File: src/sest_pkg.sv
package sest_pkg;

	localparam logic [1:0] ACT_INSERT   = 2'd0;
	localparam logic [1:0] ACT_CURRENT  = 2'd1;
	localparam logic [1:0] ACT_UPCOMING = 2'd2;
	localparam logic [1:0] ACT_NEAREST  = 2'd3;

	localparam int LIST_CAP = 64;

	typedef struct packed {
		logic [1:0]  action;
		logic [31:0] start_time;
		logic [31:0] end_time;
		logic [2:0]  location;
		logic [15:0] tag;
		logic [31:0] now_time;
		logic [6:0]  max_count;
	} req_t;

	typedef struct packed {
		logic        valid_res;
		logic        status;
		logic [15:0] entry_tag;
		logic [31:0] entry_start;
		logic [31:0] entry_end;
		logic [2:0]  entry_location;
		logic        last;
	} rsp_t;

	typedef struct packed {
		logic [31:0] start_time;
		logic [31:0] end_time;
		logic [2:0]  location;
		logic [15:0] tag;
	} entry_t;

	typedef struct packed {
		logic   ins;
		logic   rot;
		logic   append;
		entry_t new_ent;
	} cell_ctrl_t;

	// order key is start time, then location
	function automatic logic key_ge(entry_t a, entry_t b);
		return {a.start_time, a.location} >= {b.start_time, b.location};
	endfunction

	function automatic rsp_t to_rsp(entry_t e, logic lst);
		rsp_t r;
		r.valid_res      = 1'b1;
		r.status         = 1'b0;
		r.entry_tag      = e.tag;
		r.entry_start    = e.start_time;
		r.entry_end      = e.end_time;
		r.entry_location = e.location;
		r.last           = lst;
		return r;
	endfunction

endpackage

File: src/sest_cell.sv
module sest_cell
	import sest_pkg::*;
#(
	parameter int IDX = 0,
	parameter int CW  = 8
) (
	input  logic          clk,
	input  cell_ctrl_t    ctrl,
	input  logic [CW-1:0] cnt,
	input  entry_t        left_ent,
	input  logic          left_after,
	input  entry_t        right_ent,
	input  entry_t        head_ent,
	output entry_t        ent,
	output logic          after
);

	entry_t ent_q;
	logic   occupied;
	logic   is_last;

	assign occupied = CW'(IDX) < cnt;
	assign is_last  = CW'(IDX + 1) == cnt;

	// set on every cell at or behind the insertion point
	assign after = !occupied || (!ctrl.append && key_ge(ent_q, ctrl.new_ent));
	assign ent   = ent_q;

	always_ff @(posedge clk) begin
		if (ctrl.ins && after) begin
			ent_q <= left_after ? left_ent : ctrl.new_ent;
		end else if (ctrl.rot && occupied) begin
			// rotate towards the head, last occupied cell takes the head
			ent_q <= is_last ? head_ent : right_ent;
		end
	end

endmodule

File: config.mk
export PLATFORM = sky130hd
export DESIGN_NAME = sest_cell
export DESIGN_NICKNAME = d
export VERILOG_FILES = /design/src/sest_pkg.sv /design/src/sest_cell.sv
export SDC_FILE = /design/constraint.sdc
export NUM_CORES = 1
export LEC_CHECK = 0
export BUFFER_PORTS_ARGS = -buffer_cell sky130_fd_sc_hd__buf_2
export CAP_MARGIN = 20
export CORE_AREA = 2 2 165 167
export CTS_CLUSTER_DIAMETER = 80
export CTS_CLUSTER_SIZE = 14
export DETAILED_ROUTE_END_ITERATION = 12
export DIE_AREA = 0 0 167 169
export HOLD_SLACK_MARGIN = 0.06
export SLEW_MARGIN = 20
export SYNTH_ARGS = -nofsm -noshare
export SYNTH_HDL_FRONTEND = slang
export SYNTH_SLANG_ARGS = --single-unit
File: constraint.sdc
create_clock -name clk -period 4.4 [get_ports clk]
set_clock_uncertainty 0.05 [all_clocks]
set_input_delay 0.88 -clock clk [delete_from_list [all_inputs] [get_ports clk]]
set_output_delay 0.88 -clock clk [all_outputs]
set_load 0.005 [all_outputs]
==> Yosys cells after proc, flatten, opt, wreduce, memory -nomap -nowiden <==
Cells that the tools add are included.
W data, S select, Z words.
{ "word_totals": {"regBits": 83, "in_bits": 345, "output_inout_bits": 84, "wordCells": 18} }
{ "op_classes": {"magnitude_cmp": 2, "n_eq_ne": 1, "mux": 4, "reduce_logical": 7} }
{ "ops": {"columns": ["operator", "n"], "rows": [
  ["$mux W83", 4],
  ["$ge A35 B35 Y1", 1],
  ["$eq A1 B8 Y1 const A", 1],
  ["$lt A1 B8 Y1 const A", 1],
  ["$logic_and A1 B1 Y1", 3],
  ["$logic_not A1 Y1", 2],
  ["$reduce_bool A2 Y1", 1],
  ["$logic_or A1 B1 Y1", 1]
]} }

==> Depth between registers and ports, before layout <==
Gate-level depths: netlist of the first run.
{ "logic_depth": {"depth_word": 5, "ltp_mapped": 10, "ltp_nobuf": 8} }

==> Worst setup path before layout of the first run <==
No wires, ideal clock.
{ "synth_path": {"kind": "input -> register", "from": "input port ctrl[82] (netlist name)", "to": "register ent_q, in the netlist ent[0], enable pin", "setup_time_ps": 816, "t_arrival_ps": 3903, "required_ps": 3534, "slack_ps": -369, "stages": 10, "n_path_buf": 2, "cell_sequence": "inv_1 ha_1 and3_1 and2_0 a311oi_1 nand4_1 a31oi_1 buf_4 buf_6 nand2_1"} }
{ "synth_via": {"elab_chain_len": 5} }
{ "synth_rtl": {"columns": ["item", "line", "rtl"], "rows": [
  ["start, declared", "sest_cell.sv:8", "input cell_ctrl_t ctrl,"],
  ["$ge A35 B35 Y1", "sest_pkg.sv:46", "return {a.start_time, a.location} >= {b.start_time, b.location};"],
  ["$logic_and A1 B1 Y1", "sest_cell.sv:26", "assign after = !occupied || (!ctrl.append && key_ge(ent_q, ctrl.new_ent));"],
  ["$logic_or A1 B1 Y1", "sest_cell.sv:26", null],
  ["$logic_and A1 B1 Y1", "sest_cell.sv:30", "if (ctrl.ins && after) begin"],
  ["$reduce_bool A2 Y1 (no line)", null, null],
  ["end signal, assigned", "sest_cell.sv:31", "ent_q <= left_after ? left_ent : ctrl.new_ent;"],
  ["end signal, assigned", "sest_cell.sv:34", "ent_q <= is_last ? head_ent : right_ent;"],
  ["end, declared", "sest_cell.sv:18", "entry_t ent_q;"]
]} }
No other way between the ends.
A chain may end at the register's enable or synchronous reset.

==> Worst setup path after layout of the first run <==
{ "layout_path": {"from": "input port ctrl[82] (netlist name)", "to": "output port after"} }
{ "layout_via": {"elab_chain_len": 3} }
{ "layout_rtl": {"columns": ["item", "line", "rtl"], "rows": [
  ["$ge A35 B35 Y1", "sest_pkg.sv:46", null],
  ["$logic_and A1 B1 Y1", "sest_cell.sv:26", null],
  ["$logic_or A1 B1 Y1", "sest_cell.sv:26", null],
  ["end, declared", "sest_cell.sv:15", "output logic after"]
]} }
No other way between the ends.

==> results.txt, run 1 <==
----------------------------------------------------
[Drt]
  Number of nets still failing antenna checks after routing ... 0
  Length of the first detailed-routing pass in iterations ... 4
  Via-per-instance ratio ... 4.351
  Drt drc ... 0
  Average detailed-routed wire length per instance ... 16.85 um
  Total number of vias ... 5,547
  Detailed-route wire length ... 21.49 mm
  DRT iter0 DRCs ... 165

[STA]
  Maximum clock frequency ... 273.7 MHz
  Total Neg Setup Slack ... 0 ns
  Final max-slew violation count ... 0
  Setup repair after global routing missed its margin ... false
  Setup-violating endpoint count in the final report ... 0
  Transition time at the pin with the least slew margin ... 0.7344 ns
  Hold WS ... 0.8461 ns
  Setup slack after layout ... 0.7463 ns
  Relative slew slack ... 51.04%
  Final critical-path share of the clock period ... 83.04%
  Number of hold-slack violations in the final timing report ... 0
  Final Critical Period ... 3.654 ns

[Clock network]
  CTS clock-pin slew for the worst setup and hold paths ... 0.07 ns
  CTS HTree Levels ... 3
  Number of buffers created by CTS ... 9
  Quantity of gates resized following cts ... 0
  Buffers inserted during post-CTS setup optimization ... 0
  Cts hold-fix bufs ... 0
  Clock tree from TritonCTS ... built
  Clock sink total ... 83
  Clock tree root driver cell ... sky130_fd_sc_hd__clkbuf_16
  Bufs on Longest Clock Path ... 2
  Clock latency on the worst-skew pair ... 0.34 ns

[Place]
  Final weighted congestion of routability-driven global placement ... 0.8186
  Post-DP HPWL ... 18.01 mm
  Dpl ws ... 0.7172 ns
  Buffers added on ports ... 428
  Placed cell count ... 1,261

[Setup path]
  Worst setup SP type ... input pin
  Required time of the critical path ... 3.47 ns
  Classification of the worst setup path ... in2out
  Endpoint kind of the worst setup timing path ... primary output
  Critical Path Fanout Max ... 4
  Data arrival time of the worst path ... 2.72 ns

[Die]
  Die width ... 167 um
  Effective utilization at floorplan ... 23.19%
  Standard cell core area ... 0.02650 mm^2
  Std cell rows ... 60
  Die area ... 0.02822 mm^2
  Top-level port count ... 429
  Die boundary height ... 169 um

[Layout]
  Max FFs per register ... 83
  Post-layout utilization of the core ... 34.14%
  Number of antenna repair diodes ... 0
  Area delta synth->final ... 47.24%
  Fraction of final layout cells sized beyond drive strength 1 ... 48.93%
  Multi-input gate area in the final layout ... 0.003383 mm^2
  Register cell area after layout ... 0.002492 mm^2
  Filler Cell Count ... 2,755
  Commonest cells after routing, fill and taps aside ... sky130_fd_sc_hd__buf_2, sky130_fd_sc_hd__mux2i_1, sky130_fd_sc_hd__edfxtp_1
  Most common library cell in the layout ignoring fill and taps ... sky130_fd_sc_hd__buf_2
  Final net count ... 1,311
  Post-route non-filler standard cell count ... 1,275

[Pwr]
  Worst-case vdd ir drop ... 166.3 uV
  Power density normalized to cell area ... 271.3 mW/mm^2
  Leakage dissipation ... 5.446 nW

[Synthesis]
  Distinct cells, synth ... 30
  Gate Count Post-Synth ... 509
  Synthesized area divided by synthesized cell count ... 12.07 um^2
  Register bit total from synthesis ... 83
  Post-synthesis sequential area ratio ... 40.56%
  Post-Synthesis Cell Area ... 0.006145 mm^2
  Syn Nets ... 889
  Number of warnings issued by yosys ... 0

[Global routing]
  Global-route usage over all layers ... 14.58%
  Maximum number of pins on one net before global-route repair ... 50
  Global-route congestion overflow total ... 0
  First-pass GRT wire length ... 31.68 mm
  Number of antenna violations at the first check in global routing ... 0
  Vias in the first global route ... 5,672

[Hold path]
  Path type of the worst min-delay path ... in2reg

[Outcome]
  Run status ... finished clean

[Run]
  Max-capacitance violation count ... 0

----------------------------------------------------
## cell usage after synthesis
| library cell | instances | area (um^2) |
|---|---|---|
| sky130_fd_sc_hd__ha_1 | 35 | 437.9 |
| sky130_fd_sc_hd__and2_0 | 1 | 6.260 |
| sky130_fd_sc_hd__a311oi_1 | 1 | 8.760 |
| sky130_fd_sc_hd__a211oi_1 | 2 | 15.01 |
| sky130_fd_sc_hd__or4_4 | 1 | 11.26 |
| sky130_fd_sc_hd__nor3_1 | 2 | 10.01 |
| sky130_fd_sc_hd__o21bai_1 | 1 | 7.510 |
| sky130_fd_sc_hd__nand3_1 | 2 | 10.01 |
| sky130_fd_sc_hd__buf_6 | 6 | 67.56 |
| sky130_fd_sc_hd__nand2_1 | 14 | 52.55 |
| sky130_fd_sc_hd__nor2_1 | 3 | 11.26 |
| sky130_fd_sc_hd__buf_4 | 1 | 7.510 |
| sky130_fd_sc_hd__a31oi_1 | 2 | 12.51 |
| sky130_fd_sc_hd__and3_1 | 1 | 6.260 |
| sky130_fd_sc_hd__buf_1 | 2 | 7.510 |
| sky130_fd_sc_hd__nor3_2 | 1 | 10.01 |
| sky130_fd_sc_hd__clkbuf_1 | 16 | 60.06 |
| sky130_fd_sc_hd__or3_1 | 2 | 12.51 |
| sky130_fd_sc_hd__nor3b_1 | 1 | 7.510 |
| sky130_fd_sc_hd__a22oi_1 | 1 | 7.510 |
| sky130_fd_sc_hd__o21ai_0 | 8 | 40.04 |
| sky130_fd_sc_hd__inv_1 | 39 | 146.4 |
| sky130_fd_sc_hd__edfxtp_1 | 83 | 2492 |
| sky130_fd_sc_hd__buf_2 | 2 | 10.01 |
| sky130_fd_sc_hd__mux2i_1 | 249 | 2492 |
| sky130_fd_sc_hd__o41a_1 | 1 | 11.26 |
| sky130_fd_sc_hd__nor4_1 | 3 | 18.77 |
| sky130_fd_sc_hd__a21o_1 | 2 | 15.01 |
| sky130_fd_sc_hd__a21oi_1 | 16 | 80.08 |
| sky130_fd_sc_hd__nand4_1 | 11 | 68.82 |
## report_power, final
group	switching [mW]	leakage, nW	internal (mW)
clock network	0.321	0.161	0.549
registers	0.0301	0.819	0.965
logic	0.285	4.47	0.304
## area by class of cell
cell class | count | share of cell area, %
multi-input cells | 360 | 37.39
flip-flops and latches | 83 | 27.55
repair buffers | 438 | 25.09
well taps | 341 | 4.716
clock buffers | 9 | 2.489
inverters | 39 | 1.618
clock inverters | 5 | 1.148
## per-stage QoR
step | cell area, um^2 | power (mW)
3_3_place_gp | 8718 | 1.604
4_1_cts | 9047 | 2.508
6_report | 9047 | 2.455
3_5_place_dp | 8718 | 1.610
5_1_grt | 9047 | 2.589
2_1_floorplan | 6147 | 1.288
## path summary, 6_finish.rpt
path | from | end | slack [ns] | cells past startpoint
setup / recovery | ctrl[82] | after | 0.75 | 10
hold / removal | ctrl[48] | ent[48]$_DFFE_PP_ | 0.85 | 3
setup reg to reg | ent[82]$_DFFE_PP_ | ent[25]$_DFFE_PP_ | 1.41 | 8
hold reg to reg | ent[79]$_DFFE_PP_ | ent[68]$_DFFE_PP_ | 1.42 | 6
## metal layers
layer / GRT usage, % / wire length, um / part of all wire, %
met1: 17.37 / 8804 / 41
met2: 26.44 / 11080 / 52
met3: 3.764 / 1473 / 6.9
met4: 3.036 / 127 / 0.59
met5: 0 / 0 / 0
## kinds of logic (layout without fill, tap and decap cells)
kind of cell,after synthesis,in the layout,synth area share [%]
multiplexers,249,249,40.56
AO/OA/AOI/OAI,34,34,3.217
flip-flops,83,83,40.56
AND/OR/NAND/NOR,42,42,3.665
adder cells (fa/ha/maj),35,35,7.127
buffers and inverters,66,491,4.867
## critical path, stage by stage
cell and delay [ns]:
sky130_fd_sc_hd__buf_2 0.09, sky130_fd_sc_hd__inv_1 0.04, sky130_fd_sc_hd__ha_1 0.32, sky130_fd_sc_hd__and3_1 0.21, sky130_fd_sc_hd__and2_0 0.15, sky130_fd_sc_hd__a311oi_1 0.38, sky130_fd_sc_hd__nand3_1 0.12, sky130_fd_sc_hd__o21ai_0 0.30
sky130_fd_sc_hd__nand2_1 0.09, sky130_fd_sc_hd__buf_2 0.13
No activity file was read; power rests on OpenSTA's default activity.
==> inputs of run 2 (changes only) <==
==> constraint.sdc (replaced) <==
create_clock -name clk -period 3.5 [get_ports clk]
set_clock_uncertainty 0.05 [all_clocks]
set_input_delay 0.7 -clock clk [delete_from_list [all_inputs] [get_ports clk]]
set_output_delay 0.7 -clock clk [all_outputs]
set_load 0.005 [all_outputs]
==> run 2 against run 1 <==
Against the previous run: global-route usage is 0.34 points higher; setup slack worse by 0.53 ns; cell area hardly changed; critical endpoint unchanged.
==> results.txt, run 2 (same netlist as run 1, synthesis figures left out) <==
----------------------------------------------------
[Setup path]
  Classification of the worst setup path ... in2out
  Required time of the critical path ... 2.75 ns (-0.72 ns)
  Worst setup SP type ... input pin
  RR Startpoint ... ent[81]$_DFFE_PP_
  Worst reg2reg setup slack ... 0.48 ns (-0.93 ns)
  Worst setup path start ... ctrl[81]
  Critical Path Fanout Max ... 4 (unchanged)
  Endpoint kind of the worst setup timing path ... primary output
  Data arrival time of the worst path ... 2.53 ns (-0.19 ns)

[Place]
  Final weighted congestion of routability-driven global placement ... 0.8236 (+0.61%)
  Post-DP HPWL ... 17.90 mm (-0.61%)
  Buffers added on ports ... 428 (unchanged)
  Dpl ws ... 0.04382 ns (-0.6733 ns)
  Placed cell count ... 1,260 (-0.079%)

[Layout]
  Final net count ... 1,310 (-0.076%)
  Post-route non-filler standard cell count ... 1,277 (+0.16%)
  Area delta synth->final ... 47.30% (about the same)
  Most common library cell in the layout ignoring fill and taps ... sky130_fd_sc_hd__buf_2
  Fraction of final layout cells sized beyond drive strength 1 ... 48.88% (-0.052 points)
  Max FFs per register ... 83 (unchanged)
  Commonest cells after routing, fill and taps aside ... sky130_fd_sc_hd__buf_2, sky130_fd_sc_hd__mux2i_1, sky130_fd_sc_hd__edfxtp_1

[Hold path]
  Worst hold start ... ctrl[35]
  Path type of the worst min-delay path ... in2reg

[Drt]
  Total number of vias ... 5,600 (+0.96%)
  DRT iter0 DRCs ... 199 (+21%)
  Via-per-instance ratio ... 4.385 (+0.80%)
  Average detailed-routed wire length per instance ... 16.94 um (+0.51%)
  Length of the first detailed-routing pass in iterations ... 4 (unchanged)
  Detailed-route wire length ... 21.63 mm (+0.67%)
  Drt drc ... 0 (unchanged)
  Number of nets still failing antenna checks after routing ... 0 (unchanged)

[Pwr]
  Internal power component ... 2.153 mW (+18%)
  Leakage dissipation ... 5.428 nW (-0.32%)
  Power density normalized to cell area ... 329.0 mW/mm^2 (+21%)
  Switching portion of total power ... 27.71% (+1.8 points)
  Sequential Power Share ... 41.9% (+1.4 points)
  Worst-case vdd ir drop ... 161.2 uV (-3.0%)
  Switching component of the power ... 0.8252 mW (+30%)
  Sum of internal, switching and leakage power ... 2.978 mW (+21%)
  Fraction of power consumed by combinational cells ... 25.1% (+1.1 points)
  Clock network power share ... 33.0% (-2.5 points)

[STA]
  Setup slack after layout ... 0.2188 ns (-0.5275 ns)
  Transition time at the pin with the least slew margin ... 0.7160 ns (-0.01841 ns)
  Total Neg Setup Slack ... 0 ns (unchanged)
  Hold WS ... 0.6626 ns (-0.1835 ns)
  Number of hold-slack violations in the final timing report ... 0 (unchanged)
  Final max-slew violation count ... 0 (unchanged)
  Maximum clock frequency ... 304.8 MHz
  Final critical-path share of the clock period ... 93.75%
  Relative slew slack ... 52.27% (+1.2 points)
  Setup repair after global routing missed its margin ... false
  Final Critical Period ... 3.281 ns
  Setup-violating endpoint count in the final report ... 0 (unchanged)

[Die]
  Top-level port count ... 429 (unchanged)
  Std cell rows ... 60 (unchanged)
  Die boundary height ... 169 um (unchanged)
  Die width ... 167 um (unchanged)
  Die area ... 0.02822 mm^2 (unchanged)
  Effective utilization at floorplan ... 23.19% (unchanged)
  Standard cell core area ... 0.02650 mm^2 (unchanged)

[Global routing]
  Vias in the first global route ... 5,891 (+3.9%)
  Global Route met1 Usage ... 17.04% (-0.33 points)
  Fraction of met3 tracks used by global routing ... 4.466% (+0.70 points)
  Global-route congestion overflow total ... 0 (unchanged)
  Global-route usage over all layers ... 14.93% (+0.34 points)
  Maximum number of pins on one net before global-route repair ... 46 (-8.0%)
  First-pass GRT wire length ... 32.49 mm (+2.5%)
  Number of antenna violations at the first check in global routing ... 0 (unchanged)
  Most Used Layer, Global Route ... met2
  Global-route met2 utilization ... 27.14% (+0.70 points)

[Clock network]
  Clock tree root driver cell ... sky130_fd_sc_hd__clkbuf_16
  Clock latency on the worst-skew pair ... 0.35 ns (about the same)
  CTS clock-pin slew for the worst setup and hold paths ... 0.07 ns (about the same)
  Bufs on Longest Clock Path ... 2 (unchanged)
  Buffers inserted during post-CTS setup optimization ... 0 (unchanged)
  CTS HTree Levels ... 3 (unchanged)
  Number of buffers created by CTS ... 9 (unchanged)
  Cts hold-fix bufs ... 0 (unchanged)
  Clock sink total ... 83 (unchanged)
  Quantity of gates resized following cts ... 0 (unchanged)
  Clock tree from TritonCTS ... built

[Outcome]
  Run status ... finished clean

[Run]
  Max-capacitance violation count ... 0 (unchanged)

----------------------------------------------------
run 2: changes by cell type in the layout (fill, tap and decap cells not counted), sizes merged:
cell	previous run	this run
buf	438	437
bufinv	3	1
clkbuf	9	10
clkinv	2	1
clkinvlp	0	3
diode	0	1
inv	39	40
run 2: final timing paths:
path	depth (start not counted)	endpoint
worst max register to register	8	ent[24]$_DFFE_PP_
worst max-delay path	10	after
worst min-delay path	3	ent[35]$_DFFE_PP_
worst min register to register	8	ent[68]$_DFFE_PP_
run 2: power by group through the flow:
| stage | combinational [mW] | clock [mW] | sequential (mW) |
|---|---|---|---|
| 6_report | 0.748 | 0.982 | 1.25 |
| 5_1_grt | 0.833 | 1.06 | 1.26 |
| 4_1_cts | 0.761 | 1.03 | 1.25 |
| 3_3_place_gp | 0.751 | 0 | 1.26 |
| 2_1_floorplan | 0.340 | 0 | 1.28 |
| 3_5_place_dp | 0.759 | 0 | 1.27 |
run 2: per-layer routing:
metal  vias to the layer above  wire, um
li1                       2780         -
met1                      2542      8624
met2                       263     10930
met3                        15      1759
met4                         0       322
met5                         -         0
run 2: worst max-delay path: stages:
cell and delay [ns]:
sky130_fd_sc_hd__buf_2 0.11, sky130_fd_sc_hd__inv_1 0.05, sky130_fd_sc_hd__ha_1 0.34, sky130_fd_sc_hd__and3_1 0.17, sky130_fd_sc_hd__and2_0 0.15, sky130_fd_sc_hd__a311oi_1 0.45
sky130_fd_sc_hd__nand3_1 0.14, sky130_fd_sc_hd__o21ai_0 0.22, sky130_fd_sc_hd__nand2_1 0.08, sky130_fd_sc_hd__buf_2 0.13
run 2: through the flow:
step | utilization (%) | area, um^2
finish | 34.15 | 9051
global placement | 33.01 | 8748
CTS | 34.12 | 9042
global route | 34.15 | 9049
floorplan | - | 6152
detailed placement | 33.01 | 8748
run 2: cell type report:
cell class	instances	area (um^2)
well taps	341	426.7
clock inverters	6	65.06
flip-flops and latches	83	2492
clock buffers	10	229.0
fillers	2735	17450
inverters	39	146.4
multi-input cells	360	3390
diodes	1	2.502
repair buffers	437	2300
==> inputs of run 3 (changes only) <==
--- a/config.mk
+++ b/config.mk
@@ -5,7 +5,7 @@
 export SDC_FILE = /design/constraint.sdc
 export NUM_CORES = 1
 export LEC_CHECK = 0
-export BUFFER_PORTS_ARGS = -buffer_cell sky130_fd_sc_hd__buf_2
+export BUFFER_PORTS_ARGS = -buffer_cell sky130_fd_sc_hd__buf_4
 export CAP_MARGIN = 20
 export CORE_AREA = 2 2 165 167
 export CTS_CLUSTER_DIAMETER = 80
@@ -13,6 +13,7 @@
 export DETAILED_ROUTE_END_ITERATION = 12
 export DIE_AREA = 0 0 167 169
 export HOLD_SLACK_MARGIN = 0.06
+export REMOVE_ABC_BUFFERS = 1
 export SLEW_MARGIN = 20
 export SYNTH_ARGS = -nofsm -noshare
 export SYNTH_HDL_FRONTEND = slang
==> constraint.sdc (replaced) <==
create_clock -name clk -period 3 [get_ports clk]
set_clock_uncertainty 0.05 [all_clocks]
set_input_delay 0.6 -clock clk [delete_from_list [all_inputs] [get_ports clk]]
set_output_delay 0.6 -clock clk [all_outputs]
set_load 0.005 [all_outputs]
==> run 3 against run 2 <==
Against the previous run: non-clock buffer count increased by 12; combinational power increased by 44%; wire length increased by 7.2%.
==> results.txt, run 3 (same netlist as run 1, synthesis figures left out) <==
----------------------------------------------------
[Outcome]
  Run status ... finished clean

[Pwr]
  Worst-case vdd ir drop ... 267.4 uV (+66%)
  Sum of internal, switching and leakage power ... 3.691 mW (+24%)
  Leakage dissipation ... 5.883 nW (+8.4%)
  Power density normalized to cell area ... 358.7 mW/mm^2 (+9.0%)

[Drt]
  DRT iter0 DRCs ... 153 (-23%)
  Number of nets still failing antenna checks after routing ... 0 (unchanged)
  Total number of vias ... 5,703 (+1.8%)
  Detailed-route wire length ... 23.20 mm (+7.2%)
  Drt drc ... 0 (unchanged)
  Via-per-instance ratio ... 4.431 (+1.0%)
  Length of the first detailed-routing pass in iterations ... 4 (unchanged)
  Average detailed-routed wire length per instance ... 18.03 um (+6.4%)

[Place]
  Buffers added on ports ... 428 (unchanged)
  Post-DP HPWL ... 19.13 mm (+6.9%)
  Placed cell count ... 1,270 (+0.79%)
  Final weighted congestion of routability-driven global placement ... 0.7879 (-4.3%)

[Clock network]
  Bufs on Longest Clock Path ... 2 (unchanged)
  Number of buffers created by CTS ... 9 (unchanged)
  Clock latency on the worst-skew pair ... 0.35 ns (about the same)
  CTS clock-pin slew for the worst setup and hold paths ... 0.08 ns (about the same)
  Cts hold-fix bufs ... 0 (unchanged)
  Clock tree from TritonCTS ... built
  CTS HTree Levels ... 3 (unchanged)
  Clock tree root driver cell ... sky130_fd_sc_hd__clkbuf_16
  Clock sink total ... 83 (unchanged)

[Layout]
  Final net count ... 1,322 (+0.92%)
  Number of antenna repair diodes ... 0 (-1)
  Most common library cell in the layout ignoring fill and taps ... sky130_fd_sc_hd__buf_4
  Area delta synth->final ... 67.44%
  Max FFs per register ... 83 (unchanged)
  Post-layout utilization of the core ... 38.82% (+4.7 points)
  Post-route non-filler standard cell count ... 1,287 (+0.78%)
  Register cell area after layout ... 0.002492 mm^2 (unchanged)
  Commonest cells after routing, fill and taps aside ... sky130_fd_sc_hd__buf_4, sky130_fd_sc_hd__mux2i_1, sky130_fd_sc_hd__edfxtp_1
  Multi-input gate area in the final layout ... 0.003431 mm^2 (+1.2%)
  Filler Cell Count ... 2,651 (-3.1%)
  Fraction of final layout cells sized beyond drive strength 1 ... 50.11% (+1.2 points)

[Hold path]
  Path type of the worst min-delay path ... in2reg

[STA]
  Setup-violating endpoint count in the final report ... 0 (unchanged)
  Setup repair after global routing missed its margin ... true
  Relative slew slack ... 60.34% (+8.1 points)
  Final Critical Period ... 2.948 ns
  Total Neg Setup Slack ... 0 ns (unchanged)
  Number of hold-slack violations in the final timing report ... 0 (unchanged)
  Maximum clock frequency ... 339.2 MHz
  Transition time at the pin with the least slew margin ... 0.5937 ns (-0.1223 ns)
  Final max-slew violation count ... 0 (unchanged)
  Final critical-path share of the clock period ... 98.27%

[Die]
  Effective utilization at floorplan ... 23.19% (unchanged)
  Top-level port count ... 429 (unchanged)
  Standard cell core area ... 0.02650 mm^2 (unchanged)
  Die boundary height ... 169 um (unchanged)
  Die area ... 0.02822 mm^2 (unchanged)
  Std cell rows ... 60 (unchanged)
  Die width ... 167 um (unchanged)

[Setup path]
  Worst setup SP type ... flip-flop
  Classification of the worst setup path ... reg2out
  Crit path largest cell delay ... 0.47 ns (+0.02 ns)
  Data arrival time of the worst path ... 2.30 ns (-0.23 ns)
  Worst reg2reg setup slack ... 0.26 ns (-0.22 ns)
  Crit path cell chain ... ha_4 > nand4_1 > nor4_2 > buf_4 > nand2_1 > a31oi_1 > o21ai_1 > nand2_1 > buf_4
  Required time of the critical path ... 2.35 ns (-0.40 ns)
  Slowest-stage cell, CP ... sky130_fd_sc_hd__edfxtp_1
  Endpoint kind of the worst setup timing path ... primary output
  Critical Path Fanout Max ... 3 (-1)

[Global routing]
  First-pass GRT wire length ... 34.08 mm (+4.9%)
  Global-route usage over all layers ... 15.71% (+0.78 points)
  Most Used Layer, Global Route ... met2
  Global Route met1 Usage ... 18.63% (+1.6 points)
  Global-route met2 utilization ... 27.82% (+0.68 points)
  Maximum number of pins on one net before global-route repair ... 43 (-6.5%)
  Vias in the first global route ... 5,900 (+0.15%)
  Fraction of met3 tracks used by global routing ... 4.863% (+0.40 points)
  Global-route congestion overflow total ... 0 (unchanged)
  Number of antenna violations at the first check in global routing ... 0 (unchanged)

[Run]
  Max-capacitance violation count ... 0 (unchanged)

----------------------------------------------------
==> run 3: layout make-up <==
| cell class | count | share of cell area [%] |
|---|---|---|
| well taps | 341 | 4.147 |
| multi-input cells | 360 | 33.35 |
| clock inverters | 5 | 0.5351 |
| inverters | 39 | 1.423 |
| flip-flops and latches | 83 | 24.22 |
| repair buffers | 449 | 34.10 |
| clock buffers | 10 | 2.225 |
==> run 3: metrics by stage <==
step           setup WS (ns)  hold slack (ns)  cell area [um^2]
2_1_floorplan         -10.44           0.8167              5992
3_3_place_gp        -0.06089           0.9041              9942
3_5_place_dp        -0.07443           0.9187              9942
5_1_grt              -0.1189           0.5602             10290
6_report             0.05203           0.5616             10290
4_1_cts              0.01120           0.5453             10260
==> run 3: path summary, 6_finish.rpt <==
path | from | to | depth (start not counted)
max | ent[60]$_DFFE_PP_ | after | 9
min reg2reg | ent[79]$_DFFE_PP_ | ent[52]$_DFFE_PP_ | 6
max reg2reg | ent[82]$_DFFE_PP_ | ent[45]$_DFFE_PP_ | 11
min | head_ent[80] | ent[80]$_DFFE_PP_ | 3
==> run 3: repair_timing <==
action / in CTS / in global routing
pin swaps: 3 / 5
resized for setup: 4 / 3
hold endpoints to repair: 0 / 0
setup buffers: 1 / 1
setup endpoints to repair: 1 / 4
==> run 3: where the power goes <==
| part | total, mW | switching [mW] | internal (mW) | leakage, nW |
|---|---|---|---|---|
| Sequential | 1.46 | 0.0477 | 1.42 | 0.819 |
| Clock | 1.15 | 0.506 | 0.640 | 0.134 |
| Combinational | 1.08 | 0.435 | 0.647 | 4.93 |
==> run 3: routing by layer <==
| layer | share of wire (%) | vias up |
|---|---|---|
| met5 | 0 | - |
| met4 | 1.4 | 0 |
| met3 | 8.2 | 17 |
| met2 | 51 | 248 |
| met1 | 39 | 2643 |
| li1 | - | 2795 |
==> run 3: critical path, delay by kind of cell, from the launching register on <==
family                     cells  cell delay [ns]
AOI/OAI and AO/OA              2             0.25
adders and majority gates      1             0.31
buffers and inverters          2             0.27
DFF                            1             0.47
and+or+nand+nor                4             0.64
